**src/sv/upc_pkg.sv**
```systemverilog
// Shared types and constants for the URL percent codec.
// Holds the port payload structs, the front-to-back command and the queue depth.
// No dependencies.
`default_nettype none

package upc_pkg;

    // Default depth of the command queue between front and back.
    localparam int unsigned QUEUE_DEPTH = 4;

    // Characters the codec recognizes.
    localparam logic [7:0] CH_PERCENT = 8'h25;
    localparam logic [7:0] CH_PLUS    = 8'h2B;
    localparam logic [7:0] CH_SPACE   = 8'h20;

    // Direction register values.
    localparam logic DIR_ENCODE = 1'b0;
    localparam logic DIR_DECODE = 1'b1;

    typedef struct packed {
        logic [7:0] in_char;
        logic       in_end;
    } in_item_t;

    typedef struct packed {
        logic [7:0] out_char;
        logic       out_end;
        logic       bad_input;
    } out_item_t;

    // A single command gives one result; an escape command gives '%' and two hex digits.
    typedef enum logic {
        CMD_SINGLE = 1'b0,
        CMD_ESCAPE = 1'b1
    } cmd_kind_t;

    typedef struct packed {
        cmd_kind_t  kind;
        logic [7:0] ch;
        logic       last;
        logic       bad;
    } cmd_t;

endpackage

`default_nettype wire

```
**src/sv/upc_front.sv**
```systemverilog
// Front part of the URL percent codec: accepts characters and classifies them.
// Holds the direction register and the decode and discard state; emits commands.
// Depends on upc_pkg.
`default_nettype none

module upc_front
(
    input  wire logic              clk,
    input  wire logic              rst_n,
    input  wire logic              cfg_we,
    input  wire logic              cfg_data,
    input  wire logic              accept,
    input  wire upc_pkg::in_item_t in_item,
    output upc_pkg::cmd_t          cmd,
    output logic                   cmd_valid
);

    typedef enum logic [1:0] {
        PH_PLAIN = 2'd0,
        PH_HIGH  = 2'd1,
        PH_LOW   = 2'd2
    } phase_t;

    phase_t     phase_reg, phase_next;
    logic [3:0] nibble_reg, nibble_next;
    logic       discard_reg, discard_next;
    logic       direction_reg;

    logic [7:0] c;
    logic       e;
    logic [3:0] hexv;
    logic       clear_char;

    function automatic logic [3:0] hex_value(input logic [7:0] x);
        logic [3:0] v;
        v = 4'd0;
        if (x >= 8'h30 && x <= 8'h39)
            v = 4'(x - 8'h30);
        else if (x >= 8'h41 && x <= 8'h46)
            v = 4'(x - 8'h37);
        else if (x >= 8'h61 && x <= 8'h66)
            v = 4'(x - 8'h57);
        return v;
    endfunction

    assign c    = in_item.in_char;
    assign e    = in_item.in_end;
    assign hexv = hex_value(c);

    // Letters, digits and _ . : / travel through encoding unchanged.
    assign clear_char = (c >= 8'h41 && c <= 8'h5A) || (c >= 8'h61 && c <= 8'h7A)
                     || (c >= 8'h30 && c <= 8'h39) || c == 8'h5F || c == 8'h2E
                     || c == 8'h3A || c == 8'h2F;

    always_comb
    begin
        phase_next   = phase_reg;
        nibble_next  = nibble_reg;
        discard_next = discard_reg;
        cmd_valid    = 1'b0;
        cmd.kind     = upc_pkg::CMD_SINGLE;
        cmd.ch       = c;
        cmd.last     = e;
        cmd.bad      = 1'b0;

        if (discard_reg)
        begin
            if (e)
                discard_next = 1'b0;
        end
        else if (direction_reg == upc_pkg::DIR_ENCODE)
        begin
            phase_next  = PH_PLAIN;
            nibble_next = 4'd0;
            cmd_valid   = 1'b1;
            if (c[7])
            begin
                discard_next = !e;
                cmd.ch       = 8'd0;
                cmd.last     = 1'b1;
                cmd.bad      = 1'b1;
            end
            else if (c == upc_pkg::CH_SPACE)
                cmd.ch = upc_pkg::CH_PLUS;
            else if (!clear_char)
                cmd.kind = upc_pkg::CMD_ESCAPE;
        end
        else
        begin
            unique case (phase_reg)
                PH_HIGH:
                begin
                    if (e)
                    begin
                        phase_next  = PH_PLAIN;
                        nibble_next = 4'd0;
                        cmd_valid   = 1'b1;
                        cmd.ch      = 8'd0;
                        cmd.bad     = 1'b1;
                    end
                    else
                    begin
                        nibble_next = hexv;
                        phase_next  = PH_LOW;
                    end
                end
                PH_LOW:
                begin
                    phase_next  = PH_PLAIN;
                    nibble_next = 4'd0;
                    cmd_valid   = 1'b1;
                    cmd.ch      = {nibble_reg, hexv};
                end
                default:
                begin
                    phase_next = PH_PLAIN;
                    if (c[7] || (c == upc_pkg::CH_PERCENT && e))
                    begin
                        nibble_next  = 4'd0;
                        discard_next = !e;
                        cmd_valid    = 1'b1;
                        cmd.ch       = 8'd0;
                        cmd.last     = 1'b1;
                        cmd.bad      = 1'b1;
                    end
                    else if (c == upc_pkg::CH_PERCENT)
                        phase_next = PH_HIGH;
                    else
                    begin
                        cmd_valid = 1'b1;
                        if (c == upc_pkg::CH_PLUS)
                            cmd.ch = upc_pkg::CH_SPACE;
                    end
                end
            endcase
        end

        if (!accept)
        begin
            phase_next   = phase_reg;
            nibble_next  = nibble_reg;
            discard_next = discard_reg;
            cmd_valid    = 1'b0;
        end
    end

    always_ff @(posedge clk or negedge rst_n)
    begin
        if (!rst_n)
        begin
            phase_reg     <= PH_PLAIN;
            nibble_reg    <= 4'd0;
            discard_reg   <= 1'b0;
            direction_reg <= upc_pkg::DIR_ENCODE;
        end
        else
        begin
            phase_reg   <= phase_next;
            nibble_reg  <= nibble_next;
            discard_reg <= discard_next;
            if (cfg_we)
                direction_reg <= cfg_data;
        end
    end

endmodule

`default_nettype wire

```
**src/sv/upc_queue.sv**
```systemverilog
// Short command queue between the front and back parts of the URL percent codec.
// A flop array with read and write pointers and an occupancy count.
// Depends on upc_pkg.
`default_nettype none

module upc_queue
#(
    parameter int unsigned DEPTH = upc_pkg::QUEUE_DEPTH
)
(
    input  wire logic           clk,
    input  wire logic           rst_n,
    input  wire logic           wr_en,
    input  wire upc_pkg::cmd_t  wr_data,
    input  wire logic           rd_en,
    output upc_pkg::cmd_t       rd_data,
    output logic                not_empty,
    output logic                full
);

    localparam int unsigned PTR_W = (DEPTH > 1) ? $clog2(DEPTH) : 1;
    localparam int unsigned CNT_W = $clog2(DEPTH + 1);
    localparam logic [PTR_W-1:0] PTR_LAST = PTR_W'(DEPTH - 1);

    upc_pkg::cmd_t    mem_reg [DEPTH];
    logic [PTR_W-1:0] wr_ptr_reg, wr_ptr_next;
    logic [PTR_W-1:0] rd_ptr_reg, rd_ptr_next;
    logic [CNT_W-1:0] count_reg, count_next;

    assign rd_data   = mem_reg[rd_ptr_reg];
    assign not_empty = count_reg != '0;
    assign full      = count_reg == CNT_W'(DEPTH);

    always_comb
    begin
        wr_ptr_next = wr_ptr_reg;
        rd_ptr_next = rd_ptr_reg;
        count_next  = count_reg;
        if (wr_en)
            wr_ptr_next = (wr_ptr_reg == PTR_LAST) ? '0 : wr_ptr_reg + 1'b1;
        if (rd_en)
            rd_ptr_next = (rd_ptr_reg == PTR_LAST) ? '0 : rd_ptr_reg + 1'b1;
        if (wr_en && !rd_en)
            count_next = count_reg + 1'b1;
        else if (rd_en && !wr_en)
            count_next = count_reg - 1'b1;
    end

    always_ff @(posedge clk)
    begin
        if (wr_en)
            mem_reg[wr_ptr_reg] <= wr_data;
    end

    always_ff @(posedge clk or negedge rst_n)
    begin
        if (!rst_n)
        begin
            wr_ptr_reg <= '0;
            rd_ptr_reg <= '0;
            count_reg  <= '0;
        end
        else
        begin
            wr_ptr_reg <= wr_ptr_next;
            rd_ptr_reg <= rd_ptr_next;
            count_reg  <= count_next;
        end
    end

endmodule

`default_nettype wire

```
**src/sv/upc_back.sv**
```systemverilog
// Back part of the URL percent codec: expands commands into result items.
// Steps through the three results of an escape and holds the output register.
// Depends on upc_pkg.
`default_nettype none

module upc_back
(
    input  wire logic               clk,
    input  wire logic               rst_n,
    input  wire upc_pkg::cmd_t      cmd,
    input  wire logic               cmd_valid,
    output logic                    cmd_pop,
    input  wire logic               pop,
    output logic                    empty,
    output upc_pkg::out_item_t      out_item
);

    typedef enum logic [1:0] {
        STEP_FIRST  = 2'd0,
        STEP_HIGH   = 2'd1,
        STEP_LOW    = 2'd2
    } step_t;

    step_t              step_reg, step_next;
    logic               out_valid_reg, out_valid_next;
    upc_pkg::out_item_t out_item_reg, out_item_next;
    logic               load;

    function automatic logic [7:0] hex_digit(input logic [3:0] v);
        return (v < 4'd10) ? 8'h30 + 8'(v) : 8'h37 + 8'(v);
    endfunction

    // The output register refills when it is empty or being taken.
    assign load = !out_valid_reg || pop;

    always_comb
    begin
        step_next      = step_reg;
        out_valid_next = out_valid_reg;
        out_item_next  = out_item_reg;
        cmd_pop        = 1'b0;

        if (load)
        begin
            out_valid_next = cmd_valid;
            if (cmd_valid)
            begin
                out_item_next.out_char  = cmd.ch;
                out_item_next.out_end   = cmd.last;
                out_item_next.bad_input = cmd.bad;
                if (cmd.kind == upc_pkg::CMD_SINGLE)
                begin
                    cmd_pop   = 1'b1;
                    step_next = STEP_FIRST;
                end
                else
                begin
                    unique case (step_reg)
                        STEP_HIGH:
                        begin
                            out_item_next.out_char = hex_digit(cmd.ch[7:4]);
                            out_item_next.out_end  = 1'b0;
                            step_next              = STEP_LOW;
                        end
                        STEP_LOW:
                        begin
                            out_item_next.out_char = hex_digit(cmd.ch[3:0]);
                            cmd_pop                = 1'b1;
                            step_next              = STEP_FIRST;
                        end
                        default:
                        begin
                            out_item_next.out_char = upc_pkg::CH_PERCENT;
                            out_item_next.out_end  = 1'b0;
                            step_next              = STEP_HIGH;
                        end
                    endcase
                end
            end
        end
    end

    always_ff @(posedge clk or negedge rst_n)
    begin
        if (!rst_n)
        begin
            step_reg      <= STEP_FIRST;
            out_valid_reg <= 1'b0;
            out_item_reg  <= '0;
        end
        else
        begin
            step_reg      <= step_next;
            out_valid_reg <= out_valid_next;
            out_item_reg  <= out_item_next;
        end
    end

    assign empty    = !out_valid_reg;
    assign out_item = out_item_reg;

endmodule

`default_nettype wire

```
**src/sv/url_percent_codec.sv**
```systemverilog
// URL percent codec, top level. The front writes an item's command into
// the queue at the accepting edge; the output register loads it when empty or popped.
// Throughput: one item per cycle while results are taken; an escaped character
// gives three results, and the single output register sends one per cycle.
// Reset: clears the direction to encode, the decode and discard state, the
// command queue and the output register.
`default_nettype none

module url_percent_codec
#(
    parameter int unsigned QUEUE_DEPTH = upc_pkg::QUEUE_DEPTH
)
(
    input  wire logic               clk,
    input  wire logic               rst_n,
    input  wire logic               cfg_we,
    input  wire logic               cfg_data,
    input  wire logic               push,
    output logic                    full,
    input  wire upc_pkg::in_item_t  in_item,
    output logic                    empty,
    input  wire logic               pop,
    output upc_pkg::out_item_t      out_item
);

    // The front takes an item whenever the command queue has room. Items that
    // are dropped or only update the hex-pair state produce no command.
    upc_pkg::cmd_t front_cmd;
    logic          front_cmd_valid;
    logic          accept;

    // The back reads the queue head, expanding each escape into three results.
    upc_pkg::cmd_t head_cmd;
    logic          head_valid;
    logic          head_pop;

    assign accept = push && !full;

    upc_front u_front
    (
        .clk       (clk),
        .rst_n     (rst_n),
        .cfg_we    (cfg_we),
        .cfg_data  (cfg_data),
        .accept    (accept),
        .in_item   (in_item),
        .cmd       (front_cmd),
        .cmd_valid (front_cmd_valid)
    );

    // The queue decouples the two parts, so the front keeps accepting plain
    // characters while the back is still spelling out an escape.
    upc_queue
    #(
        .DEPTH (QUEUE_DEPTH)
    )
    u_queue
    (
        .clk       (clk),
        .rst_n     (rst_n),
        .wr_en     (front_cmd_valid),
        .wr_data   (front_cmd),
        .rd_en     (head_pop),
        .rd_data   (head_cmd),
        .not_empty (head_valid),
        .full      (full)
    );

    upc_back u_back
    (
        .clk       (clk),
        .rst_n     (rst_n),
        .cmd       (head_cmd),
        .cmd_valid (head_valid),
        .cmd_pop   (head_pop),
        .pop       (pop),
        .empty     (empty),
        .out_item  (out_item)
    );

endmodule

`default_nettype wire

```
**config.mk**
```make
export PLATFORM = sky130hd
export DESIGN_NAME = url_percent_codec
export DESIGN_NICKNAME = d
export VERILOG_FILES = /design/src/sv/upc_pkg.sv /design/src/sv/upc_front.sv /design/src/sv/upc_queue.sv /design/src/sv/upc_back.sv /design/src/sv/url_percent_codec.sv
export SDC_FILE = /design/constraint.sdc
export NUM_CORES = 1
export LEC_CHECK = 0
export ABC_AREA = 1
export ABC_CLOCK_PERIOD_IN_PS = 3300
export BUFFER_PORTS_ARGS = -buffer_cell sky130_fd_sc_hd__buf_2
export CAP_MARGIN = 15
export CORE_ASPECT_RATIO = 1.2
export CORE_MARGIN = 10
export CORE_UTILIZATION = 45
export CTS_CLUSTER_SIZE = 40
export DETAILED_ROUTE_END_ITERATION = 8
export PLACE_DENSITY = 0.61
export SYNTH_ARGS = -nofsm -noshare
export SYNTH_HDL_FRONTEND = slang
export SYNTH_SLANG_ARGS = --single-unit
```
**constraint.sdc**
```tcl
create_clock -name clk -period 3.3 [get_ports clk]
set_input_delay 0.66 -clock clk [delete_from_list [all_inputs] [get_ports clk]]
set_output_delay 0.66 -clock clk [all_outputs]
set_load 0.05 [all_outputs]
```
==> results of run 1 <==
## report_power, final
group	internal (W)	total [W]	switching, W
clock	0.000361	0.000681	0.000320
combinational	0.000556	0.00181	0.00125
sequential	0.00119	0.00130	0.000110
total	0.00211	0.00379	0.00168
## layout make-up
class / count / area [um^2] / area share, %
repair buffers: 35 / 198 / 4.27
inverters: 59 / 223 / 4.81
clock inverters: 3 / 18.8 / 0.405
multi-input cells: 356 / 1840 / 39.8
well taps: 120 / 150 / 3.24
flip-flops and latches: 72 / 2020 / 43.6
clock buffers: 13 / 180 / 3.89
## worst paths after layout
| kind | depth (start not counted) | slack, ps | endpoint |
|---|---|---|---|
| worst min register to register | 2 | 480 | u_back.out_item[4] |
| worst max register to register | 10 | 890 | u_queue.count_reg[1] |
| worst max-delay path | 17 | 650 | u_queue.count_reg[2] |
| max in group asynchronous | 1 | 2520 | u_front.nibble_reg[2] |
| min in group clk | 2 | 480 | u_back.out_item[4] |
| worst min-delay path | 1 | 330 | u_back.out_item[8] |
## through the flow
| step | cells | utilization [%] | hold slack [ps] | setup slack [ps] | total power, W |
|---|---|---|---|---|---|
| after global placement | 642 | 49.1 | 461 | 346 | 0.00310 |
| after CTS | 658 | 51.3 | 350 | 681 | 0.00382 |
| after detailed placement | 642 | 49.1 | 469 | 302 | 0.00314 |
| final | 658 | 51.3 | 333 | 647 | 0.00379 |
| after floorplan | 499 | - | 364 | 62.4 | 0.00270 |
| after global routing | 658 | 51.3 | 375 | 471 | 0.00411 |
## worst register-to-register path, cell delays in order, from the launching register on
cell and delay (ps):
dfrtp_1 350, inv_1 60, ha_1 340, nor2_1 200, nand3_1 150, nand3_4 150, clkinv_2 80, ha_1 190
inv_1 100, fa_1 420, mux2_2 260
## cell usage in the layout (no fill, tap or decap), drive strengths merged
master / n
nand4: 3
o21a: 1
dfrtp: 28
o21bai: 2
ha: 17
a31oi: 4
o22ai: 1
mux2i: 1
nor2: 49
buf: 35
xor2: 2
nor3: 10
clkinv: 1
a32oi: 1
a21oi: 14
mux2: 1
a31o: 1
nand3: 55
inv: 61
o31ai: 2
fa: 1
o211ai: 1
o21ai: 36
clkbuf: 13
xnor2: 1
a22o: 1
nand2: 152
edfxtp: 44
## cells by family (layout without fill, tap and decap cells)
group | Yosys count | in the layout | synth area share [%]
flip-flops | 72 | 72 | 48.5
AND/OR/NAND/NOR | 269 | 269 | 28.9
AO/OA/AOI/OAI | 64 | 64 | 8.65
adder cells (fa/ha/maj) | 18 | 18 | 5.59
buffers and inverters | 71 | 110 | 7.21
multiplexers | 2 | 2 | 0.511
XOR/XNOR | 3 | 3 | 0.631
## cells in the mapped netlist (2+ instances only)
| cell type | count | share of area (%) |
|---|---|---|
| xor2_1 | 2 | 0.42 |
| nand3_2 | 3 | 0.72 |
| o21ai_1 | 8 | 0.96 |
| inv_1 | 53 | 4.8 |
| inv_2 | 5 | 0.45 |
| o21ai_0 | 27 | 3.2 |
| buf_6 | 3 | 0.81 |
| clkbuf_1 | 3 | 0.27 |
| edfxtp_1 | 44 | 32 |
| nor2_1 | 44 | 4.0 |
| dfrtp_1 | 28 | 17 |
| nand3_1 | 51 | 6.1 |
| nand2_2 | 19 | 2.9 |
| nor2_2 | 4 | 0.60 |
| a31oi_1 | 4 | 0.60 |
| nand2_1 | 133 | 12 |
| ha_1 | 17 | 5.1 |
| o31ai_1 | 2 | 0.36 |
| buf_2 | 5 | 0.60 |
| nand4_1 | 3 | 0.45 |
| nor3_1 | 9 | 1.1 |
| o21bai_1 | 2 | 0.36 |
| a21oi_1 | 13 | 1.6 |
## metal layers
metal	GRT usage, %	part of all wire [%]	vias up	wire, um
met2	25.7	52	96	4900
met4	7.72	3.1	0	291
met5	0	0	-	0
met1	15.7	41	1547	3860
li1	-	-	1714	-
met3	3.44	4.3	23	407
==> impl_summary.txt, run 1 <==
----------------------------------------------------
[Clock network]
  Clock tree from TritonCTS ... yes
  Clock buffers created by TritonCTS ... 9
  Number of gates resized after cts ... 0
  Clock root buffer ... clkbuf_8
  Setup Buffers After CTS ... 0
  Longest Clk Path Bufs ... 2
  Clock edge transition at the registers on the reported setup and hold paths ... approximately 80 ps
  Number of buffers inserted for hold repair after clock tree synthesis ... 0
  Clk_lat worst skew ... between 300 and 400 ps
  # H-tree levels ... 3
  Clock Sinks ... 72

[Drt]
  Total via count in the routed design ... ~3,400
  First-pass detailed-route iteration total ... 4
  Final wirelength ... roughly 9500 um
  Post-route ant nets ... 0
  Post-detailed-route via-to-cell ratio ... around 5.1
  Number of remaining DRC errors ... 0
  Detailed router's first-iteration violation count ... approximately 120
  WL/cell ... between 10 and 15 um

[Setup path]
  Arr. time, crit path ... 2880 ps
  Critical path data required time ... around 3500 ps
  Critical Path End Type ... flop
  Bufs and invs on worst path ... 5
  Start of the worst register-to-register path ... u_front.phase_reg[0]
  Setup crit start ... in_item[2]
  Cell occurring most often along the worst timing path ... inv_1
  Critical Path Start Type ... input port
  Crit-path max cell delay ... about 370 ps
  Worst setup path class ... in -> reg
  Cell-by-cell trace of the critical path ... buf_2, inv_1, ha_1, inv_1, nor3_4, nand3_2, nand2_2, nor2_2, nand3_2, nand3_4, clkinv_2, ha_1, inv_1, fa_1, a21oi_1, o21ai_0, xor2_1
  Cell with the largest stage delay on the worst path ... fa_1
  Largest delay contributor family on the critical path ... adder cells
  Maximum fanout encountered on the critical timing path ... 8

[Synthesis]
  Post-synth ARST share ... 38.9%
  Avg Synthesized Cell Area ... between 8 and 9 um^2
  Number of enable-type register cells in the synthesized netlist ... 44
  Sequential fraction of the synthesis area ... around 49%
  Yosys cell types ... 40
  Post-Syn Nets ... between 500 and 600
  Syn Inst Count ... around 500
  Synth Register Bits ... 72
  Primary FF master, synth ... edfxtp_1
  Total number of yosys warnings ... 0
  Area of the mapped netlist ... 0.00417 mm^2

[Layout]
  Relative area change from synthesis to final layout ... 11.3%
  Number of nets at the end of the flow ... around 570
  Post-route standard cell area excluding fillers ... about 0.0046 mm^2
  Number of flip-flops in the largest register ... 44
  Diode count ... 0
  Count of filler cells inserted in the layout ... slightly below 900
  Proportion of layout cells with a drive suffix above 1 ... between 10% and 20%

[Timing]
  Summed negative setup slack over all endpoints ... 0 ps
  Endpoints failing hold ... 0
  Final-report max-slew violation count ... 0
  Final number of setup-violating endpoints ... 0
  Max Clock Freq ... 377 MHz
  Final critical-path required period ... ~2700 ps
  Final setup skew ... 14.4 ps
  Post-route clock period utilization ... 80.4%
  Setup repair after global routing missed its margin ... false
  Actual transition at the worst max-transition pin ... 665 ps
  Remaining max-slew budget at the tightest pin ... 55.6%

[Global routing]
  Vias in the first global route ... around 3,400
  Overall fraction of global-route tracks in use ... between 10 and 15%
  Pin count of the biggest net entering global routing ... 29
  Overflow after GRT ... 0
  Number of antenna violations at the first check in global routing ... 0
  First-pass GRT wire length ... between 15,000 and 20,000 um

[Floorplan]
  Core Area ... 0.00903 mm^2
  Rows ... 38
  I/O Pins ... 27
  Starting density of the core ... a little under half
  Die Outline Area ... approximately 0.014 mm^2
  Die Span X ... about 110 um
  Die span in y ... 125 um

[Power and ir drop]
  Leakage ... between 2 and 2.5 nW
  Pwr dens ... between 800 and 900 mW/mm^2
  VDD IR-drop max ... 0.276 mV

[Placement]
  Half-perimeter wire length of the detailed placement result ... roughly 7200 um
  Count of buffers inserted at the top-level ports ... 26
  Placer's final routability congestion estimate ... 0.904
  Area after detailed placement ... 0.00444 mm^2

[Flow run]
  Max Cap Violations ... 0

[Outcome]
  Run status ... finished, final reports clean

[Worst hold path]
  Tightest Hold Check Type ... in -> async

----------------------------------------------------
(Power assumes the default switching activity.)
==> inputs of run 2 (changes only) <==
ABC_AREA = 0   (was 1)
ABC_CLOCK_PERIOD_IN_PS = 2550   (was 3300)
clock period = 2.55 ns   (was 3.3 ns; I/O delays follow)
==> run 2 against run 1 <==
Setup slack worse by 470 ps; sequential share of layout area rose by 1.7 points; synthesized cell count decreased by 37%; count of clock-buffer cells in the layout is 1 lower; combinational power is 13% higher; first-iteration DRC count is 64% lower; via count fell by 23%; non-clock buffer count rose by 16; clock skew fell by 2.4 ps; global-route usage down 1.9 points; register-to-register slack worse by 710 ps; worst hold slack got worse by 130 ps; highest routed layer unchanged.
==> impl_summary.txt, run 2 <==
----------------------------------------------------
[Power and ir drop]
  Proportion of power drawn by combinational gates ... 44.1%
  Switching part of the total power ... 38.3%
  Clock share of power ... between 10% and 20%
  Pwr dens ... just over 1000 mW/mm^2
  Power spent charging and discharging nets ... ~0.0018 W
  Cell internal pwr ... around 0.0029 W
  VDD IR-drop max ... 0.370 mV
  Share of total power in sequential cells ... between 30% and 40%
  Leakage ... about 1.8 nW

[Timing]
  Max Clock Freq ... around 420 MHz
  Setup WS post-layout ... approximately 180 ps
  Final critical-path required period ... ~2400 ps
  Post-route clock period utilization ... 93.1%
  Final-report max-slew violation count ... 0
  Actual transition at the worst max-transition pin ... 700 ps
  Endpoints failing hold ... 0
  Remaining max-slew budget at the tightest pin ... 53.2%
  Final setup skew ... around 12 ps
  Setup repair after global routing missed its margin ... false
  Final number of setup-violating endpoints ... 0

[Floorplan]
  Die Span X ... between 100 and 150 um
  Die span in y ... ~120 um
  Core Area ... around 0.0082 mm^2
  Die Outline Area ... about 0.013 mm^2
  Rows ... 36
  I/O Pins ... 27
  Starting density of the core ... between 40% and 50%

[Synthesis]
  Leading post-synthesis cells by instance count ... edfxtp_1, nand2_1, dfrtp_1
  Leading cell type by number of instances after synthesis ... edfxtp_1
  Total number of yosys warnings ... 0
  Synth Register Bits ... 72
  Number of enable-type register cells in the synthesized netlist ... between 40 and 50
  Avg Synthesized Cell Area ... between 10 and 15 um^2
  Largest area contributor in the netlist ... edfxtp_1
  Syn Inst Count ... between 300 and 400
  Yosys cell types ... 60
  Cells taking the most area after synthesis ... edfxtp_1, dfrtp_1, ha_1
  Sequential fraction of the synthesis area ... a little over half
  Post-synth top area share ... around a third
  Post-synth ARST share ... 38.9%
  Primary FF master, synth ... edfxtp_1
  Area of the mapped netlist ... between 0.003 and 0.004 mm^2
  Post-Syn Nets ... approximately 350

[Drt]
  First-pass detailed-route iteration total ... 4
  Post-detailed-route via-to-cell ratio ... 5.38
  Final wirelength ... roughly 7600 um
  Total via count in the routed design ... between 2,000 and 3,000
  Post-route ant nets ... 0
  Number of remaining DRC errors ... 0
  WL/cell ... roughly 16 um
  Detailed router's first-iteration violation count ... 42

[Setup path]
  Critical Path End Type ... flop
  Critical Path Start Type ... flop
  Critical path data required time ... around 2800 ps
  Maximum fanout encountered on the critical timing path ... 3
  Arr. time, crit path ... around 2600 ps
  Worst setup path class ... reg -> reg

[Global routing]
  Number of antenna violations at the first check in global routing ... 0
  Pin count of the biggest net entering global routing ... 29
  Vias in the first global route ... approximately 2,600
  Overflow after GRT ... 0
  Overall fraction of global-route tracks in use ... between 10% and 20%
  First-pass GRT wire length ... ~13,000 um

[Placement]
  Worst slack at placement ... -105 ps
  Half-perimeter wire length of the detailed placement result ... approximately 5700 um
  Area after detailed placement ... between 0.004 and 0.005 mm^2
  Placer's final routability congestion estimate ... 0.903
  Count of buffers inserted at the top-level ports ... 26

[Flow run]
  Max Cap Violations ... 0

[Clock network]
  # H-tree levels ... 3
  Clock buffers created by TritonCTS ... 9
  Clock edge transition at the registers on the reported setup and hold paths ... 70 ps
  Clk_lat worst skew ... roughly 340 ps
  Clock tree from TritonCTS ... yes
  Clock Sinks ... 72
  Longest Clk Path Bufs ... 2
  Clock root buffer ... clkbuf_8

[Layout]
  Area taken by multi-input logic gates ... 0.00172 mm^2
  Final core utilization ... around 54%
  Commonest non-fill, non-tap cell in the layout ... edfxtp_1
  Proportion of layout cells with a drive suffix above 1 ... between 20% and 30%
  Post-route standard cell area excluding fillers ... about 0.0045 mm^2
  Most frequent cells in the layout ... edfxtp_1, nand2_1, dfrtp_1
  Diode count ... 0
  FF+latch area ... approximately 0.002 mm^2
  Count of filler cells inserted in the layout ... around 700
  Relative area change from synthesis to final layout ... 16.1%
  Number of flip-flops in the largest register ... 44
  Number of nets at the end of the flow ... just under 400

[Outcome]
  Run status ... finished, final reports clean

[Worst hold path]
  Tightest Hold Check Type ... in -> async

----------------------------------------------------
[run 2: area by class of cell]
class / instances / area share, %
inverter: 18 / 1.51
multi-input combinational: 211 / 38.6
tap: 114 / 3.20
sequential: 72 / 45.3
timing repair buffer: 51 / 7.12
clock inverter: 4 / 1.01
clock buffer: 12 / 3.25
[run 2: stage by stage]
| stage | total power (W) | hold slack [ps] | std cells | setup TNS [ps] |
|---|---|---|---|---|
| floorplan | 0.00330 | 214 | 313 | 0 |
| global placement | 0.00377 | 458 | 466 | -677 |
| detailed placement | 0.00380 | 472 | 466 | -2050 |
| CTS | 0.00468 | 213 | 482 | 0 |
| global route | 0.00499 | 239 | 482 | 0 |
| finish | 0.00463 | 201 | 482 | 0 |
[run 2: power by group through the flow]
stage | Combinational (W) | Clock, W | Sequential [W]
floorplan | 0.00136 | 0 | 0.00194
global placement | 0.00203 | 0 | 0.00174
detailed placement | 0.00206 | 0 | 0.00174
CTS | 0.00206 | 0.000895 | 0.00172
global route | 0.00228 | 0.000957 | 0.00175
finish | 0.00204 | 0.000870 | 0.00172
[run 2: what timing repair did]
| action | 4_1_cts | 5_1_grt |
|---|---|---|
| resized for setup | 0 | 2 |
| hold endpoints to repair | 0 | 0 |
| setup endpoints to repair | 0 | 2 |
| hold buffers | 0 | 0 |
| buffers inserted | 0 | 0 |
[run 2: worst max-delay path, cell delays in order, from the launching register on]
cell,delay (ps)
dfrtp_1,360
inv_1,60
ha_1,320
nand2b_1,170
a211oi_1,350
nor3b_4,80
ha_2,180
inv_1,60
fa_2,420
mux2_2,260
[run 2: path summary, 6_finish.rpt]
path | startpoint | end | slack (ps) | cells past startpoint
min in group clk | pop | u_back.out_valid_reg | 370 | 2
max | u_front.phase_reg[0] | u_queue.count_reg[1] | 180 | 9
min | rst_n | u_back.out_item[0] | 200 | 1
max in group asynchronous | rst_n | u_front.nibble_reg[3] | 1900 | 1
min reg2reg | u_front.nibble_reg[0] | u_front.nibble_reg[0] | 480 | 2
max reg2reg | u_front.phase_reg[0] | u_queue.count_reg[1] | 180 | 9
[run 2: kinds of logic after synthesis]
kind of cell	Yosys count	synth area share [%]
and+or+nand+nor	92	13.2
AOI/OAI and AO/OA	75	13.9
DFF	72	52.6
buffers and inverters	30	3.29
muxes	20	9.69
adders and majority gates	18	6.05
xor gates and xnor gates	6	1.37
[run 2: per-layer routing]
metal	wire length, um	GRT usage, %	vias to the layer above
met5	0	0	-
met1	3210	14.0	1274
met4	81	4.70	0
li1	-	-	1277
met2	4090	23.0	38
met3	260	3.29	6
==> inputs of run 3 (changes only) <==
PLACE_DENSITY = 0.71   (was 0.61)
==> run 3 against run 2 <==
First-iteration DRC count grew to 3.0 times the previous value; sequential share of layout area grew 0.051 points; setup slack got worse by 25 ps; total power grew 1.4%.
==> impl_summary.txt, run 3 (synthesized netlist as in run 2, its figures left out) <==
----------------------------------------------------
[Flow run]
  Max Cap Violations ... 0

[Setup path]
  Critical Path Start Type ... flop
  Worst setup path class ... reg -> reg
  Arr. time, crit path ... about 2600 ps
  Critical Path End Type ... flop
  Maximum fanout encountered on the critical timing path ... 8
  Critical path data required time ... 2760 ps

[Global routing]
  First-pass GRT wire length ... around 13,000 um
  Overflow after GRT ... 0
  Number of antenna violations at the first check in global routing ... 0
  Pin count of the biggest net entering global routing ... 29
  Overall fraction of global-route tracks in use ... between 10% and 20%
  Vias in the first global route ... roughly 2,700

[Layout]
  Count of filler cells inserted in the layout ... approximately 710
  Diode count ... 0
  Number of flip-flops in the largest register ... 44
  Proportion of layout cells with a drive suffix above 1 ... 25.4%
  Relative area change from synthesis to final layout ... 15.9%
  Commonest non-fill, non-tap cell in the layout ... edfxtp_1
  Number of nets at the end of the flow ... about 390
  Final core utilization ... between 50% and 60%
  Most frequent cells in the layout ... edfxtp_1, nand2_1, dfrtp_1

[Outcome]
  Run status ... finished, final reports clean

[Drt]
  WL/cell ... roughly 16 um
  Highest metal layer with signal wires ... met4
  First-pass detailed-route iteration total ... 4
  Routed metal-1 wire length ... ~3200 um
  Post-route ant nets ... 0
  Met2 WL ... between 4000 and 5000 um
  Total via count in the routed design ... about 2,600
  Detail Route met3 WL ... approximately 280 um
  Number of remaining DRC errors ... 0
  Final wirelength ... between 7000 and 8000 um
  Detailed router's first-iteration violation count ... about 130
  Post-detailed-route via-to-cell ratio ... roughly 5.4

[Timing]
  Final setup skew ... 9.00 ps
  Remaining max-slew budget at the tightest pin ... approximately 58%
  Actual transition at the worst max-transition pin ... roughly 630 ps
  Summed negative setup slack over all endpoints ... 0 ps
  Post-route clock period utilization ... a little over nine tenths
  Worst-case hold slack ... 189 ps
  Setup repair after global routing missed its margin ... false
  Endpoints failing hold ... 0
  Final number of setup-violating endpoints ... 0
  Final-report max-slew violation count ... 0
  Setup WS post-layout ... 150 ps
  Max Clock Freq ... between 400 and 500 MHz
  Final critical-path required period ... about 2400 ps

[Power and ir drop]
  Total power ... 0.00470 W
  VDD IR-drop max ... about 0.35 mV
  Leakage ... around 1.8 nW
  Pwr dens ... roughly 1100 mW/mm^2

[Floorplan]
  Die Outline Area ... approximately 0.013 mm^2
  Core Area ... around 0.0082 mm^2
  I/O Pins ... 27
  Starting density of the core ... a little under half
  Die Span X ... roughly 100 um
  Rows ... 36
  Die span in y ... approximately 120 um

[Clock network]
  Clock Sinks ... between 70 and 80
  Clock tree from TritonCTS ... yes
  Clock edge transition at the registers on the reported setup and hold paths ... ~80 ps
  Clk_lat worst skew ... between 300 and 400 ps
  Longest Clk Path Bufs ... 2
  Clock buffers created by TritonCTS ... 9
  Setup Buffers After CTS ... 0
  # H-tree levels ... 3
  Clock root buffer ... clkbuf_8
  Number of buffers inserted for hold repair after clock tree synthesis ... 0

[Placement]
  Worst slack at placement ... -42.5 ps
  Half-perimeter wire length of the detailed placement result ... between 5000 and 6000 um
  Placer's final routability congestion estimate ... 0.888
  Count of buffers inserted at the top-level ports ... 26

[Worst hold path]
  Tightest Hold Check Type ... in -> async

----------------------------------------------------
-- run 3: cell type report --
cell class | count | area, um^2 | area share [%]
well taps | 114 | 143 | 3.20
multi-input cells | 211 | 1720 | 38.7
inverters | 18 | 67.6 | 1.52
repair buffers | 49 | 303 | 6.79
flip-flops and latches | 72 | 2020 | 45.3
clock inverters | 7 | 76.3 | 1.71
clock buffers | 9 | 124 | 2.78
-- run 3: metal layers --
layer | vias to the layer above | global-route usage [%]
met1 | 1257 | 13.8
met3 | 8 | 2.55
li1 | 1274 | -
met5 | - | 0
met4 | 0 | 5.05
met2 | 59 | 22.5
-- run 3: timing repair --
item | 4_1_cts | 5_1_grt
gates resized for setup | 0 | 1
setup endpoints to repair | 0 | 2
hold endpoints to repair | 0 | 0
-- run 3: metrics by stage --
step	std cells	cell area [um^2]
2_1_floorplan	313	3870
3_3_place_gp	464	4260
3_5_place_dp	464	4260
4_1_cts	480	4460
5_1_grt	480	4460
6_report	480	4460
-- run 3: final timing paths --
| check | startpoint | endpoint | slack [ps] | cells past startpoint |
|---|---|---|---|---|
| worst max-delay path | u_queue.rd_ptr_reg[0] | u_back.out_item[4] | 150 | 8 |
| worst min register to register | u_back.out_item[9] | u_back.out_item[9] | 480 | 2 |
| max in group asynchronous | rst_n | u_front.discard_reg | 1940 | 1 |
| worst min-delay path | rst_n | u_back.out_item[0] | 190 | 1 |
| worst max register to register | u_queue.rd_ptr_reg[0] | u_back.out_item[4] | 150 | 8 |
| min in group clk | pop | u_back.out_valid_reg | 370 | 2 |
-- run 3: report_power, final --
part           switching (W)  internal, W
registers           0.000161      0.00155
logic                0.00125     0.000839
clock network       0.000439     0.000462
-- run 3: worst max-delay path: stages, from the launching register on --
cell	delay [ps]
dfrtp_1	410
buf_4	220
mux4_1	670
inv_1	120
ha_1	170
nand2_1	60
mux2_2	270
a221oi_2	240
o31ai_1	120
